**src/rtl/core/alr_pkg.sv**
```systemverilog
// Shared constants, types and codes of the antialiased line rasterizer.
package alr_pkg;

   localparam int COORD_FRAC_BITS = 8;
   localparam int COORD_INT_BITS  = 12;
   localparam int GRAD_FRAC_BITS  = 16;
   localparam int COORD_BITS      = COORD_INT_BITS + COORD_FRAC_BITS;
   localparam int DX_BITS         = COORD_BITS + 1;
   localparam int NUM_BITS        = DX_BITS + GRAD_FRAC_BITS;
   localparam int QUOT_BITS       = GRAD_FRAC_BITS + 1;
   localparam int GRAD_BITS       = GRAD_FRAC_BITS + 2;
   localparam int DELTA_BITS      = COORD_FRAC_BITS + 1;
   localparam int PROD_BITS       = GRAD_BITS + DELTA_BITS;
   localparam int EXACT_BITS      = NUM_BITS;
   localparam int MINOR_BITS      = COORD_INT_BITS + GRAD_FRAC_BITS + 2;
   localparam int COL_BITS        = COORD_INT_BITS + 2;
   localparam int GAP_BITS        = COORD_FRAC_BITS + 1;
   localparam int COV_BITS        = GRAD_FRAC_BITS + COORD_FRAC_BITS;
   localparam int FRAC_BITS       = GRAD_FRAC_BITS + 1;
   localparam int DIV_CNT_BITS    = $clog2(NUM_BITS);
   localparam int FRAME_BITS      = 13;
   localparam int OUT_BITS        = 12;
   localparam int OUT_LIMIT       = 4096;
   localparam int COLOR_BITS      = 32;
   localparam int ALPHA_BITS      = 8;
   localparam int QUEUE_DEPTH     = 2;
   localparam int QPTR_BITS       = $clog2(QUEUE_DEPTH);
   localparam int QCNT_BITS       = $clog2(QUEUE_DEPTH + 1);
   localparam int CSR_INDEX_BITS  = 1;

   localparam logic OP_LOAD = 1'b0;
   localparam logic OP_STEP = 1'b1;

   localparam logic [CSR_INDEX_BITS-1:0] CSR_FRAME_WIDTH  = 1'b0;
   localparam logic [CSR_INDEX_BITS-1:0] CSR_FRAME_HEIGHT = 1'b1;

   typedef logic signed [COL_BITS-1:0]   col_type;
   typedef logic signed [MINOR_BITS-1:0] minor_type;
   typedef logic signed [GRAD_BITS-1:0]  grad_type;
   typedef logic [GAP_BITS-1:0]          gap_type;

   typedef struct packed {
      logic                  is_load;
      logic                  steep;
      col_type               first_col;
      minor_type             first_minor;
      gap_type               first_gap;
      grad_type              gradient;
      col_type               final_col;
      minor_type             final_minor;
      gap_type               final_gap;
      logic [COLOR_BITS-1:0] color;
   } cmd_type;

   typedef enum logic [1:0] {
      FRONT_IDLE,
      FRONT_DIVIDE,
      FRONT_MULTIPLY,
      FRONT_PUSH
   } front_state_type;

endpackage

```
**src/rtl/core/alr_if.sv**
```systemverilog
// Valid/ready channel interfaces for the request and pixel response beats.
interface alr_req_if;
   logic                                        valid;
   logic                                        ready;
   logic                                        opcode;
   logic signed [alr_pkg::COORD_BITS-1:0]       start_x;
   logic signed [alr_pkg::COORD_BITS-1:0]       start_y;
   logic signed [alr_pkg::COORD_BITS-1:0]       end_x;
   logic signed [alr_pkg::COORD_BITS-1:0]       end_y;
   logic [alr_pkg::COLOR_BITS-1:0]              line_color;

   modport source (output valid, opcode, start_x, start_y, end_x, end_y, line_color,
                   input ready);
   modport sink   (input valid, opcode, start_x, start_y, end_x, end_y, line_color,
                   output ready);
endinterface

interface alr_rsp_if;
   logic                             valid;
   logic                             ready;
   logic [alr_pkg::OUT_BITS-1:0]     pixel_x;
   logic [alr_pkg::OUT_BITS-1:0]     pixel_y;
   logic [alr_pkg::COLOR_BITS-1:0]   pixel_color;
   logic                             write_enable;
   logic                             last;

   modport source (output valid, pixel_x, pixel_y, pixel_color, write_enable, last,
                   input ready);
   modport sink   (input valid, pixel_x, pixel_y, pixel_color, write_enable, last,
                   output ready);
endinterface

```
**src/rtl/core/alr_front.sv**
```systemverilog
// Front end: accepts beats, sets up a line with its gradient division and queues commands.
module alr_front (
   input  logic                clock,
   input  logic                reset,
   alr_req_if.sink             req_bus,
   input  logic                queue_full,
   output logic                push_valid,
   output alr_pkg::cmd_type    push_data
);

   localparam int CF = alr_pkg::COORD_FRAC_BITS;
   localparam int GF = alr_pkg::GRAD_FRAC_BITS;
   localparam int CB = alr_pkg::COORD_BITS;
   localparam int DB = alr_pkg::DX_BITS;
   localparam int NB = alr_pkg::NUM_BITS;

   function automatic alr_pkg::col_type round_coord(input logic signed [CB-1:0] v);
      logic signed [DB-1:0] ve;
      logic [DB-1:0]        mag;
      logic [DB-1:0]        q;
      ve  = DB'(v);
      mag = (ve < 0) ? DB'(-ve) : DB'(ve);
      q   = (mag + DB'(1 << (CF - 1))) >> CF;
      return (ve < 0) ? -$signed(alr_pkg::COL_BITS'(q)) : $signed(alr_pkg::COL_BITS'(q));
   endfunction

   alr_pkg::front_state_type state_ff, state_in;

   logic signed [CB-1:0] ox0_ff, oy0_ff, ox1_ff, oy1_ff;
   logic [DB-1:0]        dx_ff;
   logic                 dy_neg_ff;
   logic                 steep_ff;
   logic [alr_pkg::COLOR_BITS-1:0] color_ff;
   logic [DB-2:0]        rem_ff;
   logic [NB-1:0]        dvd_ff;
   logic [alr_pkg::DIV_CNT_BITS-1:0] cnt_ff;
   alr_pkg::grad_type    grad_ff;
   alr_pkg::col_type     c0_ff, c1_ff;
   logic signed [alr_pkg::PROD_BITS-1:0] prod0_ff, prod1_ff;
   alr_pkg::gap_type     gap0_ff, gap1_ff;

   logic accept;
   logic is_load;

   logic signed [DB-1:0] dxs, dys, a_dx, a_dy;
   logic                 steep;
   logic signed [CB-1:0] sx0, sy0, sx1, sy1;
   logic signed [CB-1:0] nx0, ny0, nx1, ny1;
   logic signed [DB-1:0] ndx, ndy;
   logic [DB-1:0]        ady_mag;
   logic [NB-1:0]        num;

   logic [DB-1:0]        trial;
   logic                 qbit;
   logic [DB-2:0]        rem_in;
   logic [NB-1:0]        dvd_in;
   logic [alr_pkg::QUOT_BITS-1:0] quot;
   alr_pkg::grad_type    grad_in;

   alr_pkg::col_type     c0, c1;
   logic signed [DB:0]   d0w, d1w;
   logic signed [alr_pkg::DELTA_BITS-1:0] delta0, delta1;
   logic signed [DB-1:0] h0, h1;

   logic signed [alr_pkg::EXACT_BITS-1:0] exact0, exact1;

   assign accept  = req_bus.valid && req_bus.ready;
   assign is_load = (req_bus.opcode == alr_pkg::OP_LOAD);

   always_comb begin
      dxs  = DB'(req_bus.end_x) - DB'(req_bus.start_x);
      dys  = DB'(req_bus.end_y) - DB'(req_bus.start_y);
      a_dx = (dxs < 0) ? -dxs : dxs;
      a_dy = (dys < 0) ? -dys : dys;
      steep = a_dy > a_dx;
      sx0 = steep ? req_bus.start_y : req_bus.start_x;
      sy0 = steep ? req_bus.start_x : req_bus.start_y;
      sx1 = steep ? req_bus.end_y : req_bus.end_x;
      sy1 = steep ? req_bus.end_x : req_bus.end_y;
      if (sx0 > sx1) begin
         nx0 = sx1; ny0 = sy1; nx1 = sx0; ny1 = sy0;
      end else begin
         nx0 = sx0; ny0 = sy0; nx1 = sx1; ny1 = sy1;
      end
      ndx = DB'(nx1) - DB'(nx0);
      ndy = DB'(ny1) - DB'(ny0);
      ady_mag = (ndy < 0) ? DB'(-ndy) : DB'(ndy);
      num = NB'({ady_mag, GF'(0)}) + NB'(ndx[DB-1:1]);
   end

   always_comb begin
      trial  = {rem_ff, dvd_ff[NB-1]};
      qbit   = (trial >= dx_ff);
      rem_in = qbit ? (DB-1)'(trial - dx_ff) : trial[DB-2:0];
      dvd_in = {dvd_ff[NB-2:0], qbit};
      quot   = dvd_in[alr_pkg::QUOT_BITS-1:0];
      if (dx_ff == '0) begin
         grad_in = '0;
      end else if (dy_neg_ff) begin
         grad_in = -$signed(alr_pkg::GRAD_BITS'(quot));
      end else begin
         grad_in = $signed(alr_pkg::GRAD_BITS'(quot));
      end
   end

   always_comb begin
      c0  = round_coord(ox0_ff);
      c1  = round_coord(ox1_ff);
      d0w = $signed({(DB+1-CF)'(c0), CF'(0)}) - (DB+1)'(ox0_ff);
      d1w = $signed({(DB+1-CF)'(c1), CF'(0)}) - (DB+1)'(ox1_ff);
      delta0 = d0w[alr_pkg::DELTA_BITS-1:0];
      delta1 = d1w[alr_pkg::DELTA_BITS-1:0];
      h0 = DB'(ox0_ff) + DB'(1 << (CF - 1));
      h1 = DB'(ox1_ff) + DB'(1 << (CF - 1));
   end

   always_comb begin
      exact0 = alr_pkg::EXACT_BITS'($signed({oy0_ff, GF'(0)})) +
               alr_pkg::EXACT_BITS'(prod0_ff);
      exact1 = alr_pkg::EXACT_BITS'($signed({oy1_ff, GF'(0)})) +
               alr_pkg::EXACT_BITS'(prod1_ff);
   end

   always_ff @(posedge clock) begin
      if (reset) begin
         state_ff <= alr_pkg::FRONT_IDLE;
      end else begin
         state_ff <= state_in;
      end
   end

   always_comb begin
      state_in      = state_ff;
      req_bus.ready = 1'b0;
      push_valid    = 1'b0;
      push_data     = '0;
      unique case (state_ff)
         alr_pkg::FRONT_IDLE: begin
            req_bus.ready = !queue_full;
            if (accept) begin
               if (is_load) begin
                  state_in = alr_pkg::FRONT_DIVIDE;
               end else begin
                  push_valid        = 1'b1;
                  push_data.is_load = 1'b0;
               end
            end
         end
         alr_pkg::FRONT_DIVIDE: begin
            if (cnt_ff == alr_pkg::DIV_CNT_BITS'(NB - 1)) begin
               state_in = alr_pkg::FRONT_MULTIPLY;
            end
         end
         alr_pkg::FRONT_MULTIPLY: begin
            state_in = alr_pkg::FRONT_PUSH;
         end
         alr_pkg::FRONT_PUSH: begin
            push_valid            = 1'b1;
            push_data.is_load     = 1'b1;
            push_data.steep       = steep_ff;
            push_data.first_col   = c0_ff;
            push_data.first_minor = alr_pkg::MINOR_BITS'($signed(exact0[alr_pkg::EXACT_BITS-1:CF]));
            push_data.first_gap   = gap0_ff;
            push_data.gradient    = grad_ff;
            push_data.final_col   = c1_ff;
            push_data.final_minor = alr_pkg::MINOR_BITS'($signed(exact1[alr_pkg::EXACT_BITS-1:CF]));
            push_data.final_gap   = gap1_ff;
            push_data.color       = color_ff;
            state_in = alr_pkg::FRONT_IDLE;
         end
         default: begin
            state_in = alr_pkg::FRONT_IDLE;
         end
      endcase
   end

   always_ff @(posedge clock) begin
      if (state_ff == alr_pkg::FRONT_IDLE && accept && is_load) begin
         ox0_ff    <= nx0;
         oy0_ff    <= ny0;
         ox1_ff    <= nx1;
         oy1_ff    <= ny1;
         dx_ff     <= DB'(ndx);
         dy_neg_ff <= ndy < 0;
         steep_ff  <= steep;
         color_ff  <= req_bus.line_color;
         rem_ff    <= '0;
         dvd_ff    <= num;
         cnt_ff    <= '0;
      end
      if (state_ff == alr_pkg::FRONT_DIVIDE) begin
         rem_ff  <= rem_in;
         dvd_ff  <= dvd_in;
         cnt_ff  <= cnt_ff + 1'b1;
         grad_ff <= grad_in;
      end
      if (state_ff == alr_pkg::FRONT_MULTIPLY) begin
         c0_ff    <= c0;
         c1_ff    <= c1;
         prod0_ff <= grad_ff * delta0;
         prod1_ff <= grad_ff * delta1;
         gap0_ff  <= alr_pkg::GAP_BITS'(1 << CF) - alr_pkg::GAP_BITS'(h0[CF-1:0]);
         gap1_ff  <= alr_pkg::GAP_BITS'(h1[CF-1:0]);
      end
   end

endmodule

```
**src/rtl/core/alr_queue.sv**
```systemverilog
// Short command queue between the front end and the pixel back end.
module alr_queue (
   input  logic             clock,
   input  logic             reset,
   input  logic             push_valid,
   input  alr_pkg::cmd_type push_data,
   output logic             full,
   input  logic             pop_ready,
   output logic             pop_valid,
   output alr_pkg::cmd_type pop_data
);

   alr_pkg::cmd_type mem_ff [alr_pkg::QUEUE_DEPTH];
   logic [alr_pkg::QPTR_BITS-1:0] wr_ptr_ff, rd_ptr_ff;
   logic [alr_pkg::QCNT_BITS-1:0] count_ff;
   logic push, pop;

   assign full      = (count_ff == alr_pkg::QCNT_BITS'(alr_pkg::QUEUE_DEPTH));
   assign pop_valid = (count_ff != '0);
   assign pop_data  = mem_ff[rd_ptr_ff];
   assign push      = push_valid && !full;
   assign pop       = pop_valid && pop_ready;

   always_ff @(posedge clock) begin
      if (push) begin
         mem_ff[wr_ptr_ff] <= push_data;
      end
   end

   always_ff @(posedge clock) begin
      if (reset) begin
         wr_ptr_ff <= '0;
         rd_ptr_ff <= '0;
         count_ff  <= '0;
      end else begin
         if (push) begin
            wr_ptr_ff <= wr_ptr_ff + 1'b1;
         end
         if (pop) begin
            rd_ptr_ff <= rd_ptr_ff + 1'b1;
         end
         if (push && !pop) begin
            count_ff <= count_ff + 1'b1;
         end else if (pop && !push) begin
            count_ff <= count_ff - 1'b1;
         end
      end
   end

endmodule

```
**src/rtl/core/alr_back.sv**
```systemverilog
// Back end: holds the active line, walks its columns and emits the pixel beats.
module alr_back (
   input  logic                            clock,
   input  logic                            reset,
   input  logic                            pop_valid,
   input  alr_pkg::cmd_type                pop_data,
   output logic                            pop_ready,
   input  logic [alr_pkg::FRAME_BITS-1:0]  frame_width,
   input  logic [alr_pkg::FRAME_BITS-1:0]  frame_height,
   alr_rsp_if.source                       rsp_bus
);

   localparam int GF = alr_pkg::GRAD_FRAC_BITS;
   localparam int CF = alr_pkg::COORD_FRAC_BITS;
   localparam int VB = alr_pkg::COV_BITS + 1;
   localparam int FB = alr_pkg::FRAC_BITS;
   localparam int CB = alr_pkg::COL_BITS;
   localparam int AB = alr_pkg::ALPHA_BITS;
   localparam int WB = AB + VB;

   logic                 active_ff;
   alr_pkg::col_type     cur_ff, final_ff;
   alr_pkg::minor_type   acc_ff, far_y_ff;
   alr_pkg::grad_type    grad_ff;
   alr_pkg::gap_type     far_gap_ff;

   logic                 pair_valid_ff, sel_ff, plast_ff, psteep_ff;
   alr_pkg::col_type     pcol_ff, prow_ff;
   logic [VB-1:0]        cov0_ff, cov1_ff;
   logic [alr_pkg::COLOR_BITS-1:0] pcolor_ff;

   logic                 out_valid_ff, owe_ff, olast_ff;
   logic [alr_pkg::OUT_BITS-1:0] ox_ff, oy_ff;
   logic [alr_pkg::COLOR_BITS-1:0] ocolor_ff;

   logic emit, pop;
   logic interior, produce, last_sel;
   alr_pkg::col_type   sel_col;
   alr_pkg::minor_type sel_minor;
   alr_pkg::gap_type   sel_gap;
   logic [FB-1:0]      frac_v, rem_v;
   logic [VB-1:0]      cov0, cov1;

   alr_pkg::col_type   row, px, py;
   logic [alr_pkg::FRAME_BITS-1:0] lim_w, lim_h;
   logic               inside_frame;
   logic [VB-1:0]      cov;
   logic [AB-1:0]      base_alpha;
   logic [WB-1:0]      scaled;
   logic               we;

   assign emit      = pair_valid_ff && (!out_valid_ff || rsp_bus.ready);
   assign pop_ready = !pair_valid_ff || (emit && sel_ff);
   assign pop       = pop_valid && pop_ready;

   always_comb begin
      interior  = 1'b0;
      produce   = 1'b0;
      last_sel  = 1'b0;
      sel_col   = pop_data.first_col;
      sel_minor = pop_data.first_minor;
      sel_gap   = pop_data.first_gap;
      if (pop_data.is_load) begin
         produce = 1'b1;
      end else if (active_ff) begin
         produce = 1'b1;
         if (cur_ff < final_ff) begin
            interior  = 1'b1;
            sel_col   = cur_ff;
            sel_minor = acc_ff;
         end else begin
            last_sel  = 1'b1;
            sel_col   = final_ff;
            sel_minor = far_y_ff;
            sel_gap   = far_gap_ff;
         end
      end
      frac_v = FB'(sel_minor[GF-1:0]);
      rem_v  = FB'(1 << GF) - frac_v;
      if (interior) begin
         cov0 = VB'({rem_v, CF'(0)});
         cov1 = VB'({frac_v, CF'(0)});
      end else begin
         cov0 = VB'((FB + alr_pkg::GAP_BITS)'(rem_v) * (FB + alr_pkg::GAP_BITS)'(sel_gap));
         cov1 = VB'((FB + alr_pkg::GAP_BITS)'(frac_v) * (FB + alr_pkg::GAP_BITS)'(sel_gap));
      end
   end

   always_ff @(posedge clock) begin
      if (reset) begin
         active_ff     <= 1'b0;
         pair_valid_ff <= 1'b0;
         sel_ff        <= 1'b0;
      end else if (pop) begin
         pair_valid_ff <= produce;
         sel_ff        <= 1'b0;
         if (pop_data.is_load) begin
            active_ff <= 1'b1;
         end else if (active_ff && !interior) begin
            active_ff <= 1'b0;
         end
      end else if (emit) begin
         sel_ff <= !sel_ff;
         if (sel_ff) begin
            pair_valid_ff <= 1'b0;
         end
      end
   end

   always_ff @(posedge clock) begin
      if (pop) begin
         if (pop_data.is_load) begin
            psteep_ff  <= pop_data.steep;
            pcolor_ff  <= pop_data.color;
            grad_ff    <= pop_data.gradient;
            cur_ff     <= pop_data.first_col + 1'b1;
            final_ff   <= pop_data.final_col;
            acc_ff     <= pop_data.first_minor + alr_pkg::MINOR_BITS'(pop_data.gradient);
            far_y_ff   <= pop_data.final_minor;
            far_gap_ff <= pop_data.final_gap;
         end else if (interior) begin
            acc_ff <= acc_ff + alr_pkg::MINOR_BITS'(grad_ff);
            cur_ff <= cur_ff + 1'b1;
         end
         pcol_ff  <= sel_col;
         prow_ff  <= CB'(sel_minor >>> GF);
         cov0_ff  <= cov0;
         cov1_ff  <= cov1;
         plast_ff <= last_sel;
      end
   end

   always_comb begin
      row   = sel_ff ? prow_ff + 1'b1 : prow_ff;
      px    = psteep_ff ? row : pcol_ff;
      py    = psteep_ff ? pcol_ff : row;
      lim_w = (frame_width > alr_pkg::FRAME_BITS'(alr_pkg::OUT_LIMIT)) ?
              alr_pkg::FRAME_BITS'(alr_pkg::OUT_LIMIT) : frame_width;
      lim_h = (frame_height > alr_pkg::FRAME_BITS'(alr_pkg::OUT_LIMIT)) ?
              alr_pkg::FRAME_BITS'(alr_pkg::OUT_LIMIT) : frame_height;
      inside_frame = (px >= 0) && (py >= 0) &&
                     (px < $signed(CB'(lim_w))) && (py < $signed(CB'(lim_h)));
      cov        = sel_ff ? cov1_ff : cov0_ff;
      base_alpha = pcolor_ff[alr_pkg::COLOR_BITS-1 -: AB];
      scaled     = WB'(base_alpha) * WB'(cov) + WB'(1 << (alr_pkg::COV_BITS - 1));
      we         = (cov != '0) && (base_alpha != '0) && inside_frame;
   end

   always_ff @(posedge clock) begin
      if (reset) begin
         out_valid_ff <= 1'b0;
      end else if (emit) begin
         out_valid_ff <= 1'b1;
      end else if (rsp_bus.ready) begin
         out_valid_ff <= 1'b0;
      end
   end

   always_ff @(posedge clock) begin
      if (emit) begin
         owe_ff    <= we;
         olast_ff  <= sel_ff && plast_ff;
         ox_ff     <= we ? px[alr_pkg::OUT_BITS-1:0] : '0;
         oy_ff     <= we ? py[alr_pkg::OUT_BITS-1:0] : '0;
         ocolor_ff <= we ? {scaled[alr_pkg::COV_BITS +: AB],
                            pcolor_ff[alr_pkg::COLOR_BITS-AB-1:0]} : '0;
      end
   end

   assign rsp_bus.valid        = out_valid_ff;
   assign rsp_bus.pixel_x      = ox_ff;
   assign rsp_bus.pixel_y      = oy_ff;
   assign rsp_bus.pixel_color  = ocolor_ff;
   assign rsp_bus.write_enable = owe_ff;
   assign rsp_bus.last         = olast_ff;

endmodule

```
**src/rtl/core/antialiased_line_rasterizer_top.sv**
```systemverilog
// Top level of the antialiased line rasterizer with its frame size registers.
// A load beat sets up a line and yields the two pixel beats of the first endpoint column; it
// occupies the front end through the restoring gradient divider, one quotient bit per cycle,
// then a multiply state and a push state. Its first pixel beat passes the queue, the back end's
// pair register and its single output register. Each step beat yields two pixel beats; that
// output register presents one pixel per cycle while the response side is ready. A queue of
// two commands lets the front end accept beats while the back end still waits on the response
// side. Step beats with no active line are accepted and dropped.
module antialiased_line_rasterizer_top (
   input  logic                                clock,
   input  logic                                reset,
   alr_req_if.sink                             req_bus,
   alr_rsp_if.source                           rsp_bus,
   input  logic                                csr_write_enable,
   input  logic [alr_pkg::CSR_INDEX_BITS-1:0]  csr_index,
   input  logic [alr_pkg::FRAME_BITS-1:0]      csr_write_data
);

   logic [alr_pkg::FRAME_BITS-1:0] frame_width_ff, frame_height_ff;
   logic             queue_full, push_valid, pop_valid, pop_ready;
   alr_pkg::cmd_type push_data, pop_data;

   always_ff @(posedge clock) begin
      if (reset) begin
         frame_width_ff  <= alr_pkg::FRAME_BITS'(320);
         frame_height_ff <= alr_pkg::FRAME_BITS'(240);
      end else if (csr_write_enable) begin
         unique case (csr_index)
            alr_pkg::CSR_FRAME_WIDTH:  frame_width_ff  <= csr_write_data;
            alr_pkg::CSR_FRAME_HEIGHT: frame_height_ff <= csr_write_data;
            default: ;
         endcase
      end
   end

   alr_front u_front (
      .clock      (clock),
      .reset      (reset),
      .req_bus    (req_bus),
      .queue_full (queue_full),
      .push_valid (push_valid),
      .push_data  (push_data)
   );

   alr_queue u_queue (
      .clock      (clock),
      .reset      (reset),
      .push_valid (push_valid),
      .push_data  (push_data),
      .full       (queue_full),
      .pop_ready  (pop_ready),
      .pop_valid  (pop_valid),
      .pop_data   (pop_data)
   );

   alr_back u_back (
      .clock        (clock),
      .reset        (reset),
      .pop_valid    (pop_valid),
      .pop_data     (pop_data),
      .pop_ready    (pop_ready),
      .frame_width  (frame_width_ff),
      .frame_height (frame_height_ff),
      .rsp_bus      (rsp_bus)
   );

endmodule
```
**src/flat_wrapper.sv**
```systemverilog
// flat-port wrapper written by rule: the top's interface ports become plain ports
module antialiased_line_rasterizer_top_flat 
  (clock, reset, csr_write_enable, csr_index, csr_write_data, req_bus_valid, req_bus_opcode, req_bus_start_x, req_bus_start_y, req_bus_end_x, req_bus_end_y, req_bus_line_color, req_bus_ready, rsp_bus_valid, rsp_bus_pixel_x, rsp_bus_pixel_y, rsp_bus_pixel_color, rsp_bus_write_enable, rsp_bus_last, rsp_bus_ready);
  alr_req_if req_bus_i ();
  alr_rsp_if rsp_bus_i ();
  input  logic clock;
  input  logic reset;
  input  logic csr_write_enable;
  input  logic [alr_pkg::CSR_INDEX_BITS-1:0] csr_index;
  input  logic [alr_pkg::FRAME_BITS-1:0] csr_write_data;
  input wire logic [$bits(req_bus_i.valid)-1:0] req_bus_valid;
  input wire logic [$bits(req_bus_i.opcode)-1:0] req_bus_opcode;
  input wire logic [$bits(req_bus_i.start_x)-1:0] req_bus_start_x;
  input wire logic [$bits(req_bus_i.start_y)-1:0] req_bus_start_y;
  input wire logic [$bits(req_bus_i.end_x)-1:0] req_bus_end_x;
  input wire logic [$bits(req_bus_i.end_y)-1:0] req_bus_end_y;
  input wire logic [$bits(req_bus_i.line_color)-1:0] req_bus_line_color;
  output wire logic [$bits(req_bus_i.ready)-1:0] req_bus_ready;
  output wire logic [$bits(rsp_bus_i.valid)-1:0] rsp_bus_valid;
  output wire logic [$bits(rsp_bus_i.pixel_x)-1:0] rsp_bus_pixel_x;
  output wire logic [$bits(rsp_bus_i.pixel_y)-1:0] rsp_bus_pixel_y;
  output wire logic [$bits(rsp_bus_i.pixel_color)-1:0] rsp_bus_pixel_color;
  output wire logic [$bits(rsp_bus_i.write_enable)-1:0] rsp_bus_write_enable;
  output wire logic [$bits(rsp_bus_i.last)-1:0] rsp_bus_last;
  input wire logic [$bits(rsp_bus_i.ready)-1:0] rsp_bus_ready;
  assign req_bus_i.valid = req_bus_valid;
  assign req_bus_i.opcode = req_bus_opcode;
  assign req_bus_i.start_x = req_bus_start_x;
  assign req_bus_i.start_y = req_bus_start_y;
  assign req_bus_i.end_x = req_bus_end_x;
  assign req_bus_i.end_y = req_bus_end_y;
  assign req_bus_i.line_color = req_bus_line_color;
  assign req_bus_ready = req_bus_i.ready;
  assign rsp_bus_valid = rsp_bus_i.valid;
  assign rsp_bus_pixel_x = rsp_bus_i.pixel_x;
  assign rsp_bus_pixel_y = rsp_bus_i.pixel_y;
  assign rsp_bus_pixel_color = rsp_bus_i.pixel_color;
  assign rsp_bus_write_enable = rsp_bus_i.write_enable;
  assign rsp_bus_last = rsp_bus_i.last;
  assign rsp_bus_i.ready = rsp_bus_ready;
  antialiased_line_rasterizer_top u_core (.clock(clock), .reset(reset), .req_bus(req_bus_i), .rsp_bus(rsp_bus_i), .csr_write_enable(csr_write_enable), .csr_index(csr_index), .csr_write_data(csr_write_data));
endmodule
```
**config.mk**
```make
export PLATFORM = sky130hd
export DESIGN_NAME = antialiased_line_rasterizer_top_flat
export DESIGN_NICKNAME = d
export VERILOG_FILES = /design/src/rtl/core/alr_pkg.sv /design/src/rtl/core/alr_if.sv /design/src/rtl/core/alr_front.sv /design/src/rtl/core/alr_queue.sv /design/src/rtl/core/alr_back.sv /design/src/rtl/core/antialiased_line_rasterizer_top.sv /design/src/flat_wrapper.sv
export SDC_FILE = /design/constraint.sdc
export NUM_CORES = 2
export LEC_CHECK = 0
export ABC_AREA = 1
export BUFFER_PORTS_ARGS = -buffer_cell sky130_fd_sc_hd__buf_2
export CAP_MARGIN = 20
export CELL_PAD_IN_SITES_DETAIL_PLACEMENT = 0
export CELL_PAD_IN_SITES_GLOBAL_PLACEMENT = 2
export CORE_AREA = 3 3 458 460
export CTS_CLUSTER_SIZE = 28
export DETAILED_ROUTE_END_ITERATION = 16
export DIE_AREA = 0 0 461 463
export GPL_TIMING_DRIVEN = 0
export HOLD_SLACK_MARGIN = 0.02
export PLACE_DENSITY = 0.85
export SLEW_MARGIN = 20
export SYNTH_ARGS = -nofsm -noshare
export SYNTH_HDL_FRONTEND = slang
export SYNTH_SLANG_ARGS = --single-unit
```
**constraint.sdc**
```tcl
create_clock -name clock -period 11.8 [get_ports clock]
set_input_delay 0 -clock clock [delete_from_list [all_inputs] [get_ports clock]]
set_output_delay 0 -clock clock [all_outputs]
set_load 0.02 [all_outputs]
```
==> results.toml <==
[detailed_routing]
ant_nets = 0
dr.pass1.iters = 6
wirelength_um = 235000
post-route-drc-count = 0
via_count = 59246
wl_per_cell_um = 19.6
vias_per_cell = 4.93
dr.first_iter.drc_count = 4306

[grt]
grt_pass1_vias = 59135
antenna_found_initial = 6
groute.usage.overall_pct = 21.8
grt_pass1_wl_um = 356000
grt-ovfl-total = 0
grt_max_degree = 54

[synthesis]
async_flop_share_pct = 0
synth.distinct_cells = 66
synth_top_area_share_pct = 35.2
synth_compound_area_share_pct = 7.69
synthCells = 8641
syn-cell-area_mm2 = 0.0759
yosysSeqAreaShare_pct = 36.2
yosys-top-cells-count = "nand2_1, inv_1, edfxtp_1"
synthesis.nets = 9929
yosysTopAreaCell = "edfxtp_1"
synth_warnings = 0
synth_xor_area_share_pct = 3.74
synth.most_common_cell = "nand2_1"
synthMuxAreaShare_pct = 0.119
yosys.area_share.simple_pct = 18.0
synth_top_family_by_area = "adder cells"
synth_fa_ha_area_share_pct = 25.2
synth_edf_count = 891
synth_area_leaders = "edfxtp_1, fa_1, nand2_1"
synth.avg_cell_area_um2 = 8.79
yosys_register_bits = 928
yosys_most_used_dff = "edfxtp_1"

[worst_setup_path]
max_stage_delay_ps = 480
crit_path_frequent_cell = "nand2_2"
crit_family = "simple AND/OR/NAND/NOR gates"
crit_type = "in2reg"
crit_path_end_kind = "flop"
crit_start = "req_bus_end_x[0]"
cp_slowest_cell = "or3b_2"
r2r-start = "u_core.u_front.ox0_ff[0]$_DFFE_PP_"
crit_fanout = 19
cp-start-kind = "input pin"
required_ps = 12270
path_buf_inv = 16
cp.arrival_ps = 11690

[place]
dpl-instance-area_mm2 = 0.0810
dp_hpwl_um = 191000
gp_congestion = 0.913
port_buffers = 191

[die]
io_pins = 192
row_count = 167
die_height_um = 463
start_util_pct = 36.8
die_area_mm2 = 0.213
die_w_um = 461
core_mm2 = 0.206

[timing]
finalSetupViolCount = 0
period_share_pct = 95.0
maxSlewHeadroom_pct = 21.2
rsz0062_at_grt = "true"
skew_ps = 34.6
fmax_mhz = 89.2
worst_pin_slew_ps = 1170
finalCriticalPeriod_ps = 11210
slew_violations = 0
hold_viol = 0

[cts]
clkTransAtPathRegs_ps = 60
cts_htree_levels = 3
cts_tree = "done"
cts_made_buffers = 106
worstSkewPairLatency_ps = 740
clock_tree.buffer_depth = 3
cts_root_buf = "clkbuf_16"
cts_sinks = 928

[layout]
postLayoutCellArea_mm2 = 0.0878
seq_area_mm2 = 0.0275
multi_input_area_mm2 = 0.0424
fin_nets = 10503
post-route-util_pct = 42.5
n_fill_cell = 20502
areaGrowthSynthToFinish_pct = 15.6
drive_gt1_share_pct = 7.97

[run]
drv_cap = 0

[min_path]
hp-class = "in2reg"
min-delay-start = "req_bus_start_y[5]"

[status]
outcome = "complete, no violations"
[flip-flops by register name, indices dropped and copies added, names as in the netlist, 18 cells and up, named ones only]
name,count
u_core.u_queue.mem_ff,310
u_core.u_front.dvd_ff,37
u_core.u_back.pcolor_ff,32
u_core.u_back.rsp_bus.pixel_color,32
u_core.u_front.color_ff,32
u_core.u_back.acc_ff,30
u_core.u_back.far_y_ff,29
u_core.u_back.cov0_ff,25
u_core.u_back.cov1_ff,24
u_core.u_front.dx_ff,21
u_core.u_front.ox0_ff,20
u_core.u_front.ox1_ff,20
u_core.u_front.oy0_ff,20
u_core.u_front.oy1_ff,20
u_core.u_front.rem_ff,20
u_core.u_front.prod0_ff,19
u_core.u_front.prod1_ff,19
u_core.u_back.grad_ff,18
u_core.u_front.grad_ff,18
[worst paths after layout]
kind                                           endpoint  slack, ps  cells after the start
setup reg to reg  u_core.u_front.prod0_ff[26]$_DFFE_PP_        910                     46
setup / recovery    u_core.u_front.dvd_ff[30]$_DFFE_PP_        590                     80
hold reg to reg                                    flop        460                      1
hold / removal        u_core.u_front.dx_ff[5]$_DFFE_PP_         80                      6
[area by class of cell]
type / count / share of cell area (%)
Antenna cell: 3 / 0.00855
Buffer: 248 / 1.42
Clock inverter: 72 / 0.775
Inverter: 1565 / 6.70
Sequential cell: 928 / 31.3
Multi-Input combinational cell: 5897 / 48.3
Clock buffer: 127 / 3.14
Tap cell: 2704 / 3.85
Timing Repair Buffer: 469 / 4.53
[routing by layer]
layer  up-vias  GRT usage, %  routed length [µm]
li1      28700             -                   -
met1     28799          29.6              104000
met2      1451          36.4              111000
met3       296          2.63               11500
met4         0          6.87                7910
met5         -             0                   0
[metrics by stage]
step | cells | setup slack [ps] | setup TNS (ps) | hold slack, ps
2_1_floorplan | 8641 | 7.89 | 0 | 69.1
3_3_place_gp | 11536 | -5370 | -1173320 | 177
3_5_place_dp | 11565 | -4070 | -78560 | 179
4_1_cts | 11985 | 18.2 | 0 | 22.8
5_1_grt | 12013 | -67.2 | -198 | 86.1
6_report | 12013 | 587 | 0 | 76.7
[cell families after synthesis]
kind of cell	Yosys count
and+or+nand+nor	3338
muxes	9
AOI/OAI and AO/OA	1069
buffers and inverters	1817
xor gates and xnor gates	324
DFF	928
adders and majority gates	1156
[cell usage in the layout, fill, tap and decap left out, types with 18 or more instances in the layout]
master         netlist  layout
edfxtp_1           891     891
dlygate4sd3_1        0     209
nor4_1              22      22
xnor2_1             96      93
inv_1             1538    1531
ha_1               537     518
nor3_1              61      59
or2_2               53      53
a31oi_1             26      26
a21oi_1            359     348
clkinv_1            16      38
buf_4                5      40
fa_1               619     618
nand4_1             59      59
xor2_1             228     224
nand3_1            200     196
buf_2                9     196
clkbuf_1           219     218
o21bai_1            33      31
nand2_1           2160    2141
clkbuf_16            0     111
nor2_1             670     658
buf_12               0      25
o21ai_4              0      18
o21ai_1             26      40
o21ai_0            506     445
o21ai_2              1      30
o221ai_1            19      19
nand2_2             43      59
dfxtp_1             37      37
[worst register-to-register path, delay by kind of cell (launching register included)]
kind / cells / cell delay, ps
AND/OR/NAND/NOR: 6 / 680
XOR/XNOR: 2 / 1130
AO/OA/AOI/OAI: 16 / 3050
flip-flops: 1 / 460
buffers and inverters: 14 / 2120
adder cells (fa/ha/maj): 8 / 3180
[timing repair]
item,4_1_cts,5_1_grt
resized for setup,187,92
pin swaps,21,31
hold buffers,209,0
setup buffers,14,25
setup endpoints to repair,22,26
hold endpoints to repair,232,0
gates cloned,0,1
Power is left out: the tool's default activity adds up to more than one toggle a clock period on the data nets, which glitch-free logic cannot reach.
